==> src/rtl/core/assert_macros.svh <==
// Concurrent assertion helpers shared by lse_ctrl and lse_dpath.
`ifndef ASSERT_MACROS_SVH
`define ASSERT_MACROS_SVH

`ifndef SYNTHESIS

`define LSE_ASSERT_IMP(lbl, clk, rst_n, ante, cons) \
	lbl: assert property (@(posedge clk) disable iff (!rst_n) (ante) |-> (cons)) \
		else $error("assertion failed");

`define LSE_ASSERT_NXT(lbl, clk, rst_n, ante, cons) \
	lbl: assert property (@(posedge clk) disable iff (!rst_n) (ante) |=> (cons)) \
		else $error("assertion failed");

`else

`define LSE_ASSERT_IMP(lbl, clk, rst_n, ante, cons)

`define LSE_ASSERT_NXT(lbl, clk, rst_n, ante, cons)

`endif

`endif

==> src/rtl/core/lse_pkg.sv <==
`default_nettype none

package lse_pkg;

	localparam int SENSORS_PER_ROW_DEF = 6;
	localparam int SAMPLE_BITS_DEF     = 12;
	localparam int SENSOR_W            = 3;
	localparam int SCALE               = 1000;
	localparam int SCALE_W             = 10;
	localparam int SUM_W               = 27;
	localparam int OUT_W               = 26;

	localparam logic OP_CAL    = 1'b0;
	localparam logic OP_SAMPLE = 1'b1;
	localparam logic ROW_LEFT  = 1'b0;
	localparam logic ROW_RIGHT = 1'b1;

	typedef struct packed {
		logic req_valid;
		logic req_cal;
		logic req_ok;
		logic req_last;
		logic item_last;
		logic div_done;
		logic out_free;
	} sts_t;

	typedef struct packed {
		logic accept;
		logic ram_we;
		logic capture;
		logic clamp;
		logic load;
		logic div_step;
		logic acc;
		logic emit;
	} cmd_t;

endpackage

`default_nettype wire

==> src/rtl/core/lse_in_if.sv <==
`default_nettype none

interface lse_in_if #(
	parameter int SAMPLE_BITS = lse_pkg::SAMPLE_BITS_DEF
);
	logic                          valid;
	logic                          ready;
	logic                          op;
	logic                          row;
	logic [lse_pkg::SENSOR_W-1:0]  sensor;
	logic [SAMPLE_BITS-1:0]        value;
	logic [SAMPLE_BITS-1:0]        cal_max;
	logic                          last;

	modport source (output valid, op, row, sensor, value, cal_max, last, input ready);
	modport sink   (input valid, op, row, sensor, value, cal_max, last, output ready);
endinterface

`default_nettype wire

==> src/rtl/core/lse_out_if.sv <==
`default_nettype none

interface lse_out_if;
	logic                              valid;
	logic                              ready;
	logic signed [lse_pkg::OUT_W-1:0]  line_error;

	modport source (output valid, line_error, input ready);
	modport sink   (input valid, line_error, output ready);
endinterface

`default_nettype wire

==> src/rtl/core/line_sensor_error.sv <==
// channel  dir  interface   payload
// item     in   lse_in_if   op, row, sensor, value, cal_max, last
// result   out  lse_out_if  line_error
//
// A calibration transaction and a sample with a sensor out of range are handled in the idle step.
// A sample in range steps through table read, clamp, scale, then the restoring divider
// at one quotient bit per cycle, then accumulate.
// A sample marked last then goes to the emit step, which loads the output register.
// arst_n clears the controller, the frame sum and the output valid; the table is not cleared.
// A full output register that is not taken holds the block in its emit step.
`default_nettype none

module line_sensor_error #(
	parameter int SENSORS_PER_ROW = lse_pkg::SENSORS_PER_ROW_DEF,
	parameter int SAMPLE_BITS     = lse_pkg::SAMPLE_BITS_DEF
) (
	input wire logic  clk,
	input wire logic  arst_n,
	lse_in_if.sink    item,
	lse_out_if.source result
);

	lse_pkg::cmd_t cmd;
	lse_pkg::sts_t sts;

	lse_ctrl u_ctrl (
		.clk    (clk),
		.arst_n (arst_n),
		.sts    (sts),
		.cmd    (cmd)
	);

	lse_dpath #(
		.SENSORS_PER_ROW (SENSORS_PER_ROW),
		.SAMPLE_BITS     (SAMPLE_BITS)
	) u_dpath (
		.clk    (clk),
		.arst_n (arst_n),
		.cmd    (cmd),
		.sts    (sts),
		.item   (item),
		.result (result)
	);

endmodule

`default_nettype wire

==> src/rtl/core/lse_ram.sv <==
`default_nettype none

module lse_ram #(
	parameter int WIDTH = 2 * lse_pkg::SAMPLE_BITS_DEF,
	parameter int DEPTH = 2 * lse_pkg::SENSORS_PER_ROW_DEF,
	localparam int AW   = $clog2(DEPTH)
) (
	input  wire logic             clk,
	input  wire logic             we,
	input  wire logic [AW-1:0]    addr_w,
	input  wire logic [WIDTH-1:0] wdata,
	input  wire logic             re,
	input  wire logic [AW-1:0]    addr_r,
	output logic      [WIDTH-1:0] rdata
);

	logic [WIDTH-1:0] mem [DEPTH];

	always_ff @(posedge clk) begin
		if (we) begin
			mem[addr_w] <= wdata;
		end
		if (re) begin
			rdata <= mem[addr_r];
		end
	end

endmodule

`default_nettype wire

==> src/rtl/core/lse_ctrl.sv <==
`default_nettype none
`include "assert_macros.svh"

module lse_ctrl (
	input  wire logic          clk,
	input  wire logic          arst_n,
	input  wire lse_pkg::sts_t sts,
	output lse_pkg::cmd_t      cmd
);

	typedef enum logic [5:0] {
		S_IDLE  = 6'b000001,
		S_CLAMP = 6'b000010,
		S_MUL   = 6'b000100,
		S_DIV   = 6'b001000,
		S_ACC   = 6'b010000,
		S_EMIT  = 6'b100000
	} state_t;

	state_t state_q;
	state_t state_d;

	always_comb begin
		state_d = state_q;
		cmd     = '0;
		unique case (state_q)
			S_IDLE: begin
				cmd.accept = 1'b1;
				if (sts.req_valid) begin
					cmd.capture = 1'b1;
					if (sts.req_cal) begin
						cmd.ram_we = sts.req_ok;
					end else if (sts.req_ok) begin
						state_d = S_CLAMP;
					end else if (sts.req_last) begin
						state_d = S_EMIT;
					end
				end
			end
			S_CLAMP: begin
				cmd.clamp = 1'b1;
				state_d   = S_MUL;
			end
			S_MUL: begin
				cmd.load = 1'b1;
				state_d  = S_DIV;
			end
			S_DIV: begin
				cmd.div_step = 1'b1;
				if (sts.div_done) begin
					state_d = S_ACC;
				end
			end
			S_ACC: begin
				cmd.acc = 1'b1;
				state_d = sts.item_last ? S_EMIT : S_IDLE;
			end
			S_EMIT: begin
				// hold until the output register can take the transaction
				if (sts.out_free) begin
					cmd.emit = 1'b1;
					state_d  = S_IDLE;
				end
			end
			default: begin
				state_d = S_IDLE;
			end
		endcase
	end

	always_ff @(posedge clk or negedge arst_n) begin
		if (!arst_n) begin
			state_q <= S_IDLE;
		end else begin
			state_q <= state_d;
		end
	end

	`LSE_ASSERT_NXT(a_sample_starts, clk, arst_n,
		state_q == S_IDLE && sts.req_valid && !sts.req_cal && sts.req_ok, state_q == S_CLAMP)
	`LSE_ASSERT_NXT(a_div_exits, clk, arst_n,
		state_q == S_DIV && sts.div_done, state_q == S_ACC)
	`LSE_ASSERT_NXT(a_emit_returns, clk, arst_n,
		state_q == S_EMIT && sts.out_free, state_q == S_IDLE)

endmodule

`default_nettype wire

==> src/rtl/core/lse_dpath.sv <==
`default_nettype none
`include "assert_macros.svh"

module lse_dpath #(
	parameter int SENSORS_PER_ROW = lse_pkg::SENSORS_PER_ROW_DEF,
	parameter int SAMPLE_BITS     = lse_pkg::SAMPLE_BITS_DEF
) (
	input  wire logic          clk,
	input  wire logic          arst_n,
	input  wire lse_pkg::cmd_t cmd,
	output lse_pkg::sts_t      sts,
	lse_in_if.sink             item,
	lse_out_if.source          result
);

	localparam int ENTRIES = 2 * SENSORS_PER_ROW;
	localparam int IDX_W   = $clog2(ENTRIES);
	localparam int SB      = SAMPLE_BITS;
	localparam int NW      = SB + lse_pkg::SCALE_W;
	localparam int CNT_W   = $clog2(NW);
	localparam int SUM_W   = lse_pkg::SUM_W;
	localparam int OUT_W   = lse_pkg::OUT_W;
	localparam int ACC_W   = SUM_W + 2;
	localparam int SEN_W   = lse_pkg::SENSOR_W + 1;

	localparam logic signed [ACC_W-1:0] ACC_HI = ACC_W'((1 << (SUM_W - 1)) - 1);
	localparam logic signed [ACC_W-1:0] ACC_LO = ACC_W'(-(1 << (SUM_W - 1)));
	localparam logic signed [SUM_W-1:0] OUT_HI = SUM_W'((1 << (OUT_W - 1)) - 1);
	localparam logic signed [SUM_W-1:0] OUT_LO = SUM_W'(-(1 << (OUT_W - 1)));

	// input decode
	logic [SEN_W-1:0]  sensor_ext;
	logic [SEN_W-1:0]  idx_full;
	logic [IDX_W-1:0]  idx;
	logic              sensor_ok;

	assign sensor_ext = {1'b0, item.sensor};
	assign sensor_ok  = sensor_ext < SEN_W'(SENSORS_PER_ROW);
	assign idx_full   = (item.row == lse_pkg::ROW_RIGHT) ?
		sensor_ext + SEN_W'(SENSORS_PER_ROW) : sensor_ext;
	assign idx        = idx_full[IDX_W-1:0];

	// calibration table: {max, min}
	logic [2*SB-1:0] cal_rd;

	lse_ram #(
		.WIDTH (2 * SB),
		.DEPTH (ENTRIES)
	) u_ram (
		.clk    (clk),
		.we     (cmd.ram_we),
		.addr_w (idx),
		.wdata  ({item.cal_max, item.value}),
		.re     (cmd.capture),
		.addr_r (idx),
		.rdata  (cal_rd)
	);

	// captured item
	logic [SB-1:0] sample_q;
	logic          row_q;
	logic          last_q;

	always_ff @(posedge clk) begin
		if (cmd.capture) begin
			sample_q <= item.value;
			row_q    <= item.row;
			last_q   <= item.last;
		end
	end

	// clamp and range
	logic [SB-1:0]        mx;
	logic [SB-1:0]        mn;
	logic [SB-1:0]        s_clamp;
	logic signed [SB:0]   rng;
	logic [SB:0]          rng_neg;
	logic [SB-1:0]        rng_mag;
	logic [SB-1:0]        dvs;

	assign mx = cal_rd[2*SB-1:SB];
	assign mn = cal_rd[SB-1:0];

	always_comb begin
		s_clamp = sample_q;
		if (s_clamp >= mx) begin
			s_clamp = mx;
		end
		if (s_clamp <= mn) begin
			s_clamp = mn;
		end
	end

	assign rng     = $signed({1'b0, mx}) - $signed({1'b0, mn});
	assign rng_neg = -rng;
	assign rng_mag = rng[SB] ? rng_neg[SB-1:0] : rng[SB-1:0];
	assign dvs     = (rng_mag == '0) ? SB'(1) : rng_mag;

	logic [SB-1:0] s_q;
	logic [SB-1:0] dvs_q;
	logic          neg_q;

	always_ff @(posedge clk) begin
		if (cmd.clamp) begin
			s_q   <= s_clamp;
			dvs_q <= dvs;
			neg_q <= rng[SB];
		end
	end

	// scale, then restoring divide one quotient bit per cycle
	logic [NW-1:0]  prod;
	logic [NW-1:0]  quo_q;
	logic [SB-1:0]  rem_q;
	logic [CNT_W-1:0] cnt_q;
	logic [SB:0]    rem_sh;
	logic [SB:0]    diff;

	assign prod   = NW'(s_q) * NW'(lse_pkg::SCALE);
	assign rem_sh = {rem_q, quo_q[NW-1]};
	assign diff   = rem_sh - {1'b0, dvs_q};

	always_ff @(posedge clk) begin
		if (cmd.load) begin
			quo_q <= prod;
			rem_q <= '0;
			cnt_q <= '0;
		end else if (cmd.div_step) begin
			quo_q <= {quo_q[NW-2:0], !diff[SB]};
			rem_q <= diff[SB] ? rem_sh[SB-1:0] : diff[SB-1:0];
			cnt_q <= cnt_q + CNT_W'(1);
		end
	end

	// frame accumulator with saturation
	logic signed [SUM_W-1:0] sum_q;
	logic signed [ACC_W-1:0] sum_ext;
	logic signed [ACC_W-1:0] mag_ext;
	logic signed [ACC_W-1:0] acc_raw;
	logic signed [SUM_W-1:0] acc_sat;
	logic                    sub;

	assign sum_ext = ACC_W'(sum_q);
	assign mag_ext = $signed(ACC_W'(quo_q));
	assign sub     = neg_q ^ (row_q == lse_pkg::ROW_LEFT);
	assign acc_raw = sub ? sum_ext - mag_ext : sum_ext + mag_ext;

	always_comb begin
		if (acc_raw > ACC_HI) begin
			acc_sat = ACC_HI[SUM_W-1:0];
		end else if (acc_raw < ACC_LO) begin
			acc_sat = ACC_LO[SUM_W-1:0];
		end else begin
			acc_sat = acc_raw[SUM_W-1:0];
		end
	end

	always_ff @(posedge clk or negedge arst_n) begin
		if (!arst_n) begin
			sum_q <= '0;
		end else if (cmd.emit) begin
			sum_q <= '0;
		end else if (cmd.acc) begin
			sum_q <= acc_sat;
		end
	end

	// output register
	logic signed [OUT_W-1:0] out_sat;
	logic signed [OUT_W-1:0] line_error_q;
	logic                    out_valid_q;

	always_comb begin
		if (sum_q > OUT_HI) begin
			out_sat = OUT_HI[OUT_W-1:0];
		end else if (sum_q < OUT_LO) begin
			out_sat = OUT_LO[OUT_W-1:0];
		end else begin
			out_sat = sum_q[OUT_W-1:0];
		end
	end

	always_ff @(posedge clk or negedge arst_n) begin
		if (!arst_n) begin
			out_valid_q <= 1'b0;
		end else if (cmd.emit) begin
			out_valid_q <= 1'b1;
		end else if (result.ready) begin
			out_valid_q <= 1'b0;
		end
	end

	always_ff @(posedge clk) begin
		if (cmd.emit) begin
			line_error_q <= out_sat;
		end
	end

	assign result.valid      = out_valid_q;
	assign result.line_error = line_error_q;
	assign item.ready        = cmd.accept;

	assign sts.req_valid = item.valid;
	assign sts.req_cal   = item.op == lse_pkg::OP_CAL;
	assign sts.req_ok    = sensor_ok;
	assign sts.req_last  = item.last;
	assign sts.item_last = last_q;
	assign sts.div_done  = cnt_q == CNT_W'(NW - 1);
	assign sts.out_free  = !out_valid_q || result.ready;

	`LSE_ASSERT_NXT(a_clear_after_emit, clk, arst_n, cmd.emit, sum_q == '0)
	`LSE_ASSERT_IMP(a_divisor_nonzero, clk, arst_n, cmd.div_step, dvs_q != '0)
	`LSE_ASSERT_IMP(a_result_from_emit, clk, arst_n, $rose(out_valid_q), $past(cmd.emit))

endmodule

`default_nettype wire

==> src/flat_wrapper.sv <==
// flat-port wrapper written by rule: the top's interface ports become plain ports
module line_sensor_error_flat 
#(
	parameter int SENSORS_PER_ROW = lse_pkg::SENSORS_PER_ROW_DEF,
	parameter int SAMPLE_BITS     = lse_pkg::SAMPLE_BITS_DEF
)
  (clk, arst_n, item_valid, item_op, item_row, item_sensor, item_value, item_cal_max, item_last, item_ready, result_valid, result_line_error, result_ready);
  lse_in_if #(.SAMPLE_BITS(SAMPLE_BITS)) item_i ();
  lse_out_if result_i ();
  input wire logic clk;
  input wire logic arst_n;
  input wire logic [$bits(item_i.valid)-1:0] item_valid;
  input wire logic [$bits(item_i.op)-1:0] item_op;
  input wire logic [$bits(item_i.row)-1:0] item_row;
  input wire logic [$bits(item_i.sensor)-1:0] item_sensor;
  input wire logic [$bits(item_i.value)-1:0] item_value;
  input wire logic [$bits(item_i.cal_max)-1:0] item_cal_max;
  input wire logic [$bits(item_i.last)-1:0] item_last;
  output wire logic [$bits(item_i.ready)-1:0] item_ready;
  output wire logic [$bits(result_i.valid)-1:0] result_valid;
  output wire logic [$bits(result_i.line_error)-1:0] result_line_error;
  input wire logic [$bits(result_i.ready)-1:0] result_ready;
  assign item_i.valid = item_valid;
  assign item_i.op = item_op;
  assign item_i.row = item_row;
  assign item_i.sensor = item_sensor;
  assign item_i.value = item_value;
  assign item_i.cal_max = item_cal_max;
  assign item_i.last = item_last;
  assign item_ready = item_i.ready;
  assign result_valid = result_i.valid;
  assign result_line_error = result_i.line_error;
  assign result_i.ready = result_ready;
  line_sensor_error #(.SENSORS_PER_ROW(SENSORS_PER_ROW), .SAMPLE_BITS(SAMPLE_BITS)) u_core (.clk(clk), .arst_n(arst_n), .item(item_i), .result(result_i));
endmodule
==> config.mk <==
export PLATFORM = sky130hd
export DESIGN_NAME = line_sensor_error_flat
export DESIGN_NICKNAME = d
export VERILOG_FILES = /design/src/rtl/core/lse_pkg.sv /design/src/rtl/core/lse_in_if.sv /design/src/rtl/core/lse_out_if.sv /design/src/rtl/core/line_sensor_error.sv /design/src/rtl/core/lse_ram.sv /design/src/rtl/core/lse_ctrl.sv /design/src/rtl/core/lse_dpath.sv /design/src/flat_wrapper.sv
export VERILOG_INCLUDE_DIRS = /design/src /design/src/rtl/core
export SDC_FILE = /design/constraint.sdc
export NUM_CORES = 1
export LEC_CHECK = 0
export CAP_MARGIN = 10
export CORE_ASPECT_RATIO = 0.9
export CORE_MARGIN = 1
export CORE_UTILIZATION = 25
export CTS_BUF_LIST = sky130_fd_sc_hd__clkbuf_8
export DETAILED_ROUTE_END_ITERATION = 7
export DONT_BUFFER_PORTS = 1
export PLACE_DENSITY = 0.46
export SETUP_SLACK_MARGIN = 0.4
export SLEW_MARGIN = 20
export SYNTH_ARGS = -nofsm -noshare
export SYNTH_HDL_FRONTEND = slang
export SYNTH_SLANG_ARGS = --single-unit
==> constraint.sdc <==
create_clock -name clk -period 6.1 [get_ports clk]
set_input_delay 0.305 -clock clk [delete_from_list [all_inputs] [get_ports clk]]
set_output_delay 0.305 -clock clk [all_outputs]
set_load 0.03 [all_outputs]
==> results of run 1 <==
-- synthesized netlist by cell type, types with 5 or more instances --
cell type and n:
mux2i_1 11, maj3_1 25, xnor2_1 59, ha_1 126, nand2_1 88, nand3b_1 5
inv_1 92, nor3b_1 7, a22oi_1 11, edfxtp_1 396, nand2b_1 9, nor4_1 7
a21oi_1 68, nor2b_1 14, nand3_1 11, a2111oi_0 5, a222oi_1 13, mux2_2 22
o21bai_1 7, o21a_1 8, and2_1 6, nand4_1 11, o21ai_0 63, a22o_1 12
a221o_1 24, xor2_1 33, fa_1 41, or3_1 9, nor2_1 64, buf_1 13
clkbuf_1 34, or4_1 6, and3_1 6, dfxtp_1 20, a21o_1 29, mux4_2 72
o31ai_1 6, dfrtp_1 33, nor3_1 13
-- critical path: cells and delay by family, from the launching register on --
| kind | cells | cell delay, ns |
|---|---|---|
| compound gates | 7 | 1.68 |
| buf+inv | 2 | 0.11 |
| fa+ha+maj | 5 | 2.42 |
| simple gates | 1 | 0.08 |
| flops | 1 | 0.54 |
-- cells in the final DEF, fill, tap and decap left out, drive strengths merged, types with 6 or more instances in the layout --
cell / instances
edfxtp: 396
inv: 127
ha: 126
nand2: 88
clkbuf: 79
mux4: 72
a21oi: 69
o21ai: 67
nor2: 64
xnor2: 59
fa: 41
xor2: 34
dfrtp: 33
buf: 32
dlygate4sd3: 30
a21o: 29
maj3: 25
a221o: 24
mux2: 22
dfxtp: 20
clkinv: 20
nor2b: 14
a222oi: 13
nor3: 13
a22o: 12
mux2i: 11
nand3: 11
nand4: 11
a22oi: 11
nand2b: 9
or3: 9
o21a: 8
nor4: 7
o21bai: 7
and2: 7
nor3b: 7
or4: 6
o31ai: 6
and3: 6
a2111oi: 6
-- area by class of cell --
class,count,area share (%)
flip-flops and latches,450,50.93
multi-input cells,944,34.29
well taps,1155,5.600
clock buffers,79,4.213
repair buffers,62,2.288
inverters,94,1.367
clock inverters,57,1.294
diodes,2,0.01939
-- metal layers --
layer / global-route usage (%) / part of all wire, % / up-vias
met5: 0 / 0.038 / -
met4: 3.629 / 2.2 / 4
met3: 2.576 / 4.6 / 87
met2: 19.19 / 47 / 262
met1: 15.50 / 46 / 6481
li1: - / - / 6134
-- sequential cells by signal, indices dropped and copies added (netlist names), 6 cells and up --
register                          flops
u_core.u_dpath.u_ram.rdata           24
u_core.u_dpath.rem_q                 12
u_core.u_dpath.s_q                   12
u_core.u_dpath.result.line_error     26
u_core.u_dpath.sample_q              12
u_core.u_dpath.sum_q                 27
u_core.u_dpath.quo_q                 22
u_core.u_ctrl.state_q                 6
u_core.u_dpath.u_ram.mem            288
u_core.u_dpath.dvs_q                 12
-- cells by family (layout without fill, tap and decap cells) --
logic type / after synthesis / after routing / synth area share [%]
flip-flops: 450 / 450 / 58.54
AO/OA/AOI/OAI: 288 / 288 / 8.900
AND/OR/NAND/NOR: 265 / 265 / 5.734
adder cells (fa/ha/maj): 192 / 192 / 11.79
buffers and inverters: 143 / 292 / 2.458
multiplexers: 105 / 105 / 8.816
XOR/XNOR: 94 / 94 / 3.762
other: 0 / 2 / 0
-- power groups by stage --
stage | combinational [W] | sequential [W] | clock [W]
after floorplan | 0.00209 | 0.00374 | 0
after global placement | 0.00266 | 0.00379 | 0
after detailed placement | 0.00268 | 0.00379 | 0
after CTS | 0.00275 | 0.00373 | 0.00270
after global routing | 0.00309 | 0.00374 | 0.00283
final | 0.00270 | 0.00373 | 0.00259
-- per-stage QoR --
stage	utilization (%)	std cells
floorplan	-	1537
global placement	27.25	2674
detailed placement	27.25	2674
CTS	29.22	2841
global route	29.23	2843
finish	29.23	2843
-- final timing paths --
kind | end | slack [ns]
max | u_core.u_dpath.quo_q[21] | 0.99
min | u_core.u_dpath.result.valid | 0.07
max reg2reg | u_core.u_dpath.quo_q[21] | 0.99
min reg2reg | u_core.u_dpath.quo_q[2] | 0.47
max in group asynchronous | u_core.u_ctrl.state_q[0] | 5.75
min in group clk | u_core.u_dpath.u_ram.mem[6][18] | 0.09
==> results.json, run 1 <==
{
  "status": "finished clean",
  "initial_core_util_pct": 25.43,
  "seq_power_share_pct": 41.3,
  "crit_slowest_cell": "fa_1",
  "p_sw_share_pct": 32.63,
  "finalInstanceArea_mm2": 0.02581,
  "fin_nets": 1830,
  "cts_setup_buffers": 0,
  "rsz0062_at_grt": "no",
  "grt_pass1_vias": 13750,
  "path_cells": "fa_1, inv_1, fa_1, fa_1, inv_1, fa_1, ha_1, a2111oi_0, o31ai_1, o21ai_0, nand2b_1, a21oi_1, o21ai_0, o2111ai_1, o211ai_1",
  "path_max_fanout": 6,
  "synth_ff_type": "edfxtp_1",
  "insertion_delay_ns": 0.70,
  "startpoint_type": "flip-flop",
  "period_minus_slack_ns": 5.111,
  "die_area_mm2": 0.09101,
  "async_flop_share_pct": 7.556,
  "comb_power_share_pct": 30.0,
  "grt_max_degree": 76,
  "p_leak_nw": 9.426,
  "clockBufferDepth": 3,
  "htreeDepth": 3,
  "synth.avg_cell_area_um2": 14.61,
  "fmax_mhz": 195.7,
  "criticalPathCategory": "reg -> reg",
  "vias_per_cell": 4.561,
  "synthCells": 1537,
  "routed_wl_um": 52800,
  "critPathMaxStageDelay_ns": 0.61,
  "yosysTopAreaCellShare_pct": 52.96,
  "cap_violations": 0,
  "cts_tree": "yes",
  "synth_area_leaders": "edfxtp_1 (53%), mux4_2 (7.2%), ha_1 (7.0%), dfrtp_1 (3.7%), fa_1 (3.7%)",
  "p_sw_w": 0.002943,
  "wl_per_cell_um": 18.57,
  "synth-seq-cells": 450,
  "regArea_mm2": 0.01314,
  "crit_arrival_ns": 5.52,
  "synth_edf_count": 396,
  "end_kind": "flip-flop",
  "setup-tns-final_ns": 0,
  "post-route-period-util_pct": 83.78,
  "grt_usage_pct": 11.74,
  "fin_worst_skew_ns": 0.04338,
  "overflow": 0,
  "synth.largest_area_cell": "edfxtp_1",
  "drtPass1Iterations": 5,
  "post-place-ws_ns": 0.9197,
  "drv_slew": 0,
  "pwr-share-clk_pct": 28.7,
  "max_slew.worst_pin.slew_ns": 1.123,
  "coreArea_mm2": 0.08828,
  "num_vias": 12968,
  "fin_ws_ns": 0.9892,
  "rows": 103,
  "fp.dieH_um": 286.3,
  "holdWs_ns": 0.06811,
  "reg2regPathDepth": 15,
  "setup_viol": 0,
  "synth.distinct_cells": 73,
  "regToRegStartpoint": "u_core.u_dpath.s_q[2]",
  "cts-resized-gates": 0,
  "gp_congestion": 0.7894,
  "syn_area_mm2": 0.02245,
  "hold_buffers": 31,
  "die_w_um": 317.9,
  "synthToLayoutAreaGrowth_pct": 14.94,
  "required_ns": 6.51,
  "hold_violations": 0,
  "hold_class": "in -> async",
  "slew_headroom_pct": 25.08,
  "cts_buffers": 77,
  "cpMostUsedCell": "fa_1",
  "fill_cells": 8794,
  "dp_hpwl_um": 34890,
  "critPathLaunch": "u_core.u_dpath.s_q[2]",
  "drive_gt1_share_pct": 15.30,
  "multi_input_area_mm2": 0.008848,
  "dpl-instance-area_mm2": 0.02406,
  "p_int_w": 0.006076,
  "port_buffers": 0,
  "yosys_warnings": 0,
  "antenna_found_initial": 5,
  "cts_sinks": 450,
  "path_clk_slew_ns": 0.07,
  "syn-num-nets": 1738,
  "ys_seq_area_share_pct": 58.54,
  "ios": 62,
  "total_power_w": 0.009018,
  "ant_nets": 0,
  "drcViolationCount": 0,
  "root_buffer": "clkbuf_8",
  "grt_pass1_wl_um": 82410,
  "ir_drop_v": 0.0001871,
  "drt_iter0_drc": 862,
  "powerDensity_mw_per_mm2": 349.4
}
(Power assumes the default switching activity.)
==> run 2, diff against run 1 <==
--- a/config.mk
+++ b/config.mk
@@ -13,7 +13,7 @@
 export CTS_BUF_LIST = sky130_fd_sc_hd__clkbuf_8
 export DETAILED_ROUTE_END_ITERATION = 7
 export DONT_BUFFER_PORTS = 1
-export PLACE_DENSITY = 0.46
+export PLACE_DENSITY = 0.48
 export SETUP_SLACK_MARGIN = 0.4
 export SLEW_MARGIN = 20
 export SYNTH_ARGS = -nofsm -noshare
==> constraint.sdc (replaced) <==
create_clock -name clk -period 4.4 [get_ports clk]
set_input_delay 0.22 -clock clk [delete_from_list [all_inputs] [get_ports clk]]
set_output_delay 0.22 -clock clk [all_outputs]
set_load 0.03 [all_outputs]
==> run 2 against run 1 <==
The flow now finishes with violations (setup timing); count of clock-buffer cells in the layout increased by 1; global-route usage rose by 0.36 points; sequential share of layout area down 3.2 points; fmax increased by 15%; critical endpoint is now u_core.u_dpath.quo_q[20]; highest routed layer is now met4.
==> results.json, run 2 (synthesis gave the netlist of run 1 again) <==
{
  "startpoint_type": "flip-flop",
  "required_ns": 4.77,
  "slew_headroom_pct": 30.12,
  "routed_wl_um": 55090,
  "cap_violations": 0,
  "clockBufferDepth": 3,
  "fin_nets": 1949,
  "cts_buffers": 75,
  "criticalPathCategory": "reg -> reg",
  "antenna_found_initial": 0,
  "grt_pass1_vias": 14178,
  "hold_start": "item_sensor[0]",
  "holdWs_ns": 0.07200,
  "coreArea_mm2": 0.08828,
  "dpl-instance-area_mm2": 0.02462,
  "ios": 62,
  "dp_hpwl_um": 33890,
  "max_slew.worst_pin.slew_ns": 1.044,
  "fill_cells": 8715,
  "port_buffers": 0,
  "initial_core_util_pct": 25.43,
  "overflow": 0,
  "num_antenna_cells": 0,
  "post-route-period-util_pct": 101.3,
  "grt_usage_pct": 12.09,
  "end_kind": "flip-flop",
  "cts_tree": "yes",
  "rows": 103,
  "insertion_delay_ns": 0.66,
  "rsz0062_at_grt": "yes",
  "hold_violations": 0,
  "cts_sinks": 450,
  "fp.dieH_um": 286.3,
  "ir_drop_v": 0.0002992,
  "fin_ws_ns": -0.05810,
  "largest-register": "u_core.u_dpath.u_ram.mem",
  "drtPass1Iterations": 6,
  "hold_class": "in -> reg",
  "drcViolationCount": 0,
  "path_clk_slew_ns": 0.06,
  "final_common_cell": "edfxtp_1",
  "gp_congestion": 0.8390,
  "status": "finished, violations left",
  "num_vias": 13436,
  "setup_viol": 14,
  "vias_per_cell": 4.548,
  "powerDensity_mw_per_mm2": 507.9,
  "regToRegStartpoint": "u_core.u_dpath.s_q[1]",
  "fin_worst_skew_ns": 0.03001,
  "synthToLayoutAreaGrowth_pct": 22.70,
  "grt_max_degree": 51,
  "root_buffer": "clkbuf_8",
  "drt_iter0_drc": 761,
  "crit_arrival_ns": 4.83,
  "period_minus_slack_ns": 4.458,
  "grt_pass1_wl_um": 84350,
  "fmax_mhz": 224.3,
  "drv_slew": 0,
  "ant_nets": 0,
  "layout_common_cells": "edfxtp_1 (396), inv_1 (118), buf_4 (115), ha_1 (109), nand2_1 (88)",
  "path_max_fanout": 4,
  "finalInstanceArea_mm2": 0.02755,
  "wl_per_cell_um": 18.65,
  "die_w_um": 317.9,
  "violations": "setup timing",
  "p_leak_nw": 10.18,
  "largest_reg_flops": 288,
  "critPathLaunch": "u_core.u_dpath.s_q[1]",
  "htreeDepth": 3,
  "drive_gt1_share_pct": 25.35,
  "die_area_mm2": 0.09101
}
run 2: cell types whose count changed in the layout (fill, tap and decap cells not counted), sizes merged:
| cell | previous run | this run |
|---|---|---|
| buf | 32 | 145 |
| clkinv | 20 | 12 |
| dlygate4sd3 | 30 | 34 |
| clkbuf | 79 | 82 |
| a21oi | 69 | 71 |
| diode | 2 | 0 |
| bufinv | 2 | 3 |
| clkinvlp | 2 | 1 |
| inv | 127 | 126 |
run 2: path summary, 6_finish.rpt:
path / to / slack [ns] / depth (start not counted)
max: u_core.u_dpath.quo_q[20] / -0.06 / 15
min reg2reg: u_core.u_dpath.quo_q[2] / 0.47 / 2
max reg2reg: u_core.u_dpath.quo_q[20] / -0.06 / 15
max in group asynchronous: u_core.u_dpath.sum_q[19] / 4.07 / 3
min: u_core.u_dpath.u_ram.rdata[5] / 0.07 / 3
min in group asynchronous: u_core.u_ctrl.state_q[2] / 0.11 / 3
run 2: power breakdown:
group	internal [W]	total, W	switching (W)
Combinational	0.00259	0.00528	0.00268
Clock	0.00186	0.00357	0.00171
Sequential	0.00497	0.00515	0.000180
run 2: worst max-delay path: stages, from the launching register on:
cell and delay (ns):
edfxtp_1 0.47, buf_6 0.16, fa_1 0.55, fa_1 0.43, fa_1 0.51, fa_1 0.45
ha_4 0.26, inv_1 0.15, o21bai_4 0.10, a31o_4 0.23, a41oi_4 0.18, a21oi_2 0.08
a21o_1 0.20, a21oi_2 0.14, xor2_1 0.18, o21ai_1 0.09
run 2: cell type report:
cell class	count	area (µm²)	area share, %
clock buffer	80	1101	3.997
inverter	94	355.3	1.290
multi-input combinational	946	9535	34.61
tap	1155	1445	5.246
timing repair buffer	181	1664	6.041
sequential	450	13140	47.71
clock inverter	48	304.0	1.104
run 2: per-stage QoR:
stage / total power [W] / setup slack, ns / instances / utilization (%) / TNS (ns)
after CTS: 0.01381 / -0.06605 / 2945 / 30.77 / -0.4412
after global routing: 0.01487 / -0.2329 / 2954 / 31.21 / -3.677
after floorplan: 0.008314 / 0.1375 / 1537 / - / 0
after global placement: 0.009425 / -0.3913 / 2731 / 27.89 / -5.461
after detailed placement: 0.009453 / -0.4168 / 2731 / 27.89 / -5.616
final: 0.01399 / -0.05810 / 2954 / 31.21 / -0.2907
run 2: what timing repair did:
action                                 in CTS  in global routing
gates resized for setup                    75                 52
setup buffers                              46                  7
endpoints found under the hold margin     360                  0
setup endpoints to repair                  48                 57
pin swaps                                  35                 64
cloned                                      3                  2
hold buffers                               37                  0
run 2: metal layers:
metal  part of all wire [%]  track usage [%]  vias up
li1                       -                -     6365
met1                     46            15.54     6734
met5                      0                0        -
met2                     48            20.30      246
met3                    3.5            2.406       91
met4                    2.3            4.163        0
==> run 3, diff against run 2 <==
--- a/config.mk
+++ b/config.mk
@@ -14,6 +14,7 @@
 export DETAILED_ROUTE_END_ITERATION = 7
 export DONT_BUFFER_PORTS = 1
 export PLACE_DENSITY = 0.48
+export REMOVE_ABC_BUFFERS = 1
 export SETUP_SLACK_MARGIN = 0.4
 export SLEW_MARGIN = 20
 export SYNTH_ARGS = -nofsm -noshare
==> run 3 against run 2 <==
Sequential power is essentially flat; the run still ends with setup timing left; sequential cell count is the same; register-to-register slack lost 0.02 ns; wire length shrank 1.5%; largest cell class unchanged; fmax shrank 0.53%.
==> results.json, run 3 (synthesis gave the netlist of run 1 again) <==
{
  "grt_pass1_vias": 14284,
  "powerDensity_mw_per_mm2": 512.8,
  "layout_common_cells": "edfxtp_1 (396), buf_4 (139), ha_1 (116), inv_1 (112), nand2_1 (85)",
  "crit_arrival_ns": 4.92,
  "synthToLayoutAreaGrowth_pct": 23.13,
  "setup-tns-final_ns": -0.2395,
  "required_ns": 4.84,
  "wl_per_cell_um": 18.19,
  "vias_per_cell": 4.558,
  "post-route-period-util_pct": 101.9,
  "startpoint_type": "flip-flop",
  "fin_worst_skew_ns": 0.04240,
  "seq_power_share_pct": 36.3,
  "cts_tree": "yes",
  "root_buffer": "clkbuf_8",
  "final_util_pct": 31.32,
  "path_max_fanout": 5,
  "path_clk_slew_ns": 0.06,
  "met1_usage_pct": 16.07,
  "largest_reg_flops": 288,
  "fp.dieH_um": 286.3,
  "p_leak_nw": 10.32,
  "ff2ff_setup_slack_ns": -0.08,
  "setup_viol": 5,
  "gp_congestion": 0.7964,
  "hold_class": "in -> reg",
  "port_buffers": 0,
  "p_sw_w": 0.004629,
  "drt_iter0_drc": 841,
  "initial_core_util_pct": 25.43,
  "insertion_delay_ns": 0.71,
  "die_area_mm2": 0.09101,
  "routed_wl_um": 54290,
  "p_sw_share_pct": 32.65,
  "p_int_w": 0.009548,
  "drv_slew": 0,
  "cap_violations": 0,
  "cts_sinks": 450,
  "rsz0062_at_grt": "yes",
  "fmax_mhz": 223.1,
  "end_kind": "flip-flop",
  "max_slew.worst_pin.slew_ns": 0.9464,
  "ios": 62,
  "largest-register": "u_core.u_dpath.u_ram.mem",
  "die_w_um": 317.9,
  "drcViolationCount": 0,
  "met3_usage_pct": 2.406,
  "htreeDepth": 3,
  "top_usage_layer": "met2",
  "dp_hpwl_um": 33700,
  "rows": 103,
  "slew_headroom_pct": 36.91,
  "comb_power_share_pct": 38.5,
  "num_vias": 13606,
  "drive_gt1_share_pct": 26.55,
  "globalRouteMet2Util_pct": 19.61,
  "grt_max_degree": 43,
  "overflow": 0,
  "cts_buffers": 76,
  "status": "finished, violations left",
  "grt_pass1_wl_um": 84590,
  "fin_ws_ns": -0.08182,
  "ant_nets": 0,
  "antenna_found_initial": 3,
  "violations": "setup timing",
  "final_common_cell": "edfxtp_1",
  "period_minus_slack_ns": 4.482,
  "clockBufferDepth": 3,
  "hold_violations": 0,
  "ir_drop_v": 0.0002507,
  "pwr-share-clk_pct": 25.2,
  "coreArea_mm2": 0.08828,
  "criticalPathCategory": "reg -> reg",
  "drtPass1Iterations": 7,
  "grt_usage_pct": 12.01,
  "fin_nets": 1972
}
## run 3: cell count changes in the layout (fill, tap and decap cells not counted), sizes merged, moves of 2 or more
cell and delta:
buf +27, clkinv +14, inv -6, clkbuf -4, diode +3, a21oi -2
## run 3: timing repair
item	CTS	global route
gates cloned	4	0
endpoints found under the setup margin	49	55
pin swaps	72	56
endpoints found under the hold margin	358	0
buffers inserted	26	17
hold buffers	36	0
gates resized for setup	91	72
## run 3: worst paths after layout
kind | to | depth (start not counted) | startpoint
max in group asynchronous | u_core.u_dpath.result.valid | 4 | arst_n
worst max register to register | u_core.u_dpath.quo_q[21] | 16 | u_core.u_dpath.s_q[2]
min in group asynchronous | u_core.u_ctrl.state_q[5] | 3 | arst_n
worst min-delay path | u_core.u_dpath.u_ram.rdata[21] | 3 | item_sensor[0]
worst max-delay path | u_core.u_dpath.quo_q[21] | 16 | u_core.u_dpath.s_q[2]
worst min register to register | u_core.u_dpath.quo_q[2] | 2 | u_core.u_dpath.quo_q[1]
## run 3: power by group through the flow
stage / logic (W) / clock network, W / registers (W)
after CTS: 0.00489 / 0.00370 / 0.00515
final: 0.00546 / 0.00357 / 0.00515
after global routing: 0.00601 / 0.00387 / 0.00517
after detailed placement: 0.00418 / 0 / 0.00524
after floorplan: 0.00288 / 0 / 0.00519
after global placement: 0.00413 / 0 / 0.00524
## run 3: final cells by class
class / count / area (µm²)
multi-input cells: 944 / 9465
inverters: 94 / 355.3
clock buffers: 78 / 1074
well taps: 1155 / 1445
repair buffers: 205 / 1815
diodes: 3 / 7.507
clock inverters: 56 / 339.1
flip-flops and latches: 450 / 13140
fillers: 8723 / 60630
## run 3: worst max-delay path, stage by stage, from the launching register on
cell and delay [ns]:
edfxtp_1 0.44, buf_6 0.17, fa_1 0.55, fa_1 0.44, fa_1 0.53, fa_1 0.47, ha_4 0.19, buf_4 0.13
a2111oi_4 0.21, buf_4 0.19, o31ai_4 0.08, o21ai_2 0.14, nand2b_1 0.08, a21oi_2 0.22, o21ai_2 0.10, o2111ai_1 0.19
o211ai_1 0.11
## run 3: per-layer routing
metal / wire length [µm] / part of all wire (%)
met5: 10 / 0.018
met1: 25320 / 47
met2: 25720 / 47
met4: 993 / 1.8
met3: 2237 / 4.1
## run 3: per-stage QoR
stage          worst slack, ns  total power [W]  hold WS [ns]  area (µm²)  instances
2_1_floorplan           -1.295         0.008063      -0.07559       22250       1488
3_3_place_gp           -0.3854         0.009372      -0.07400       24750       2765
3_5_place_dp           -0.4731         0.009423      -0.07350       24750       2765
4_1_cts               -0.02315          0.01374      0.001494       27190       2965
5_1_grt                -0.2818          0.01506     -0.003257       27650       2985
6_report              -0.08182          0.01418       0.03504       27650       2985
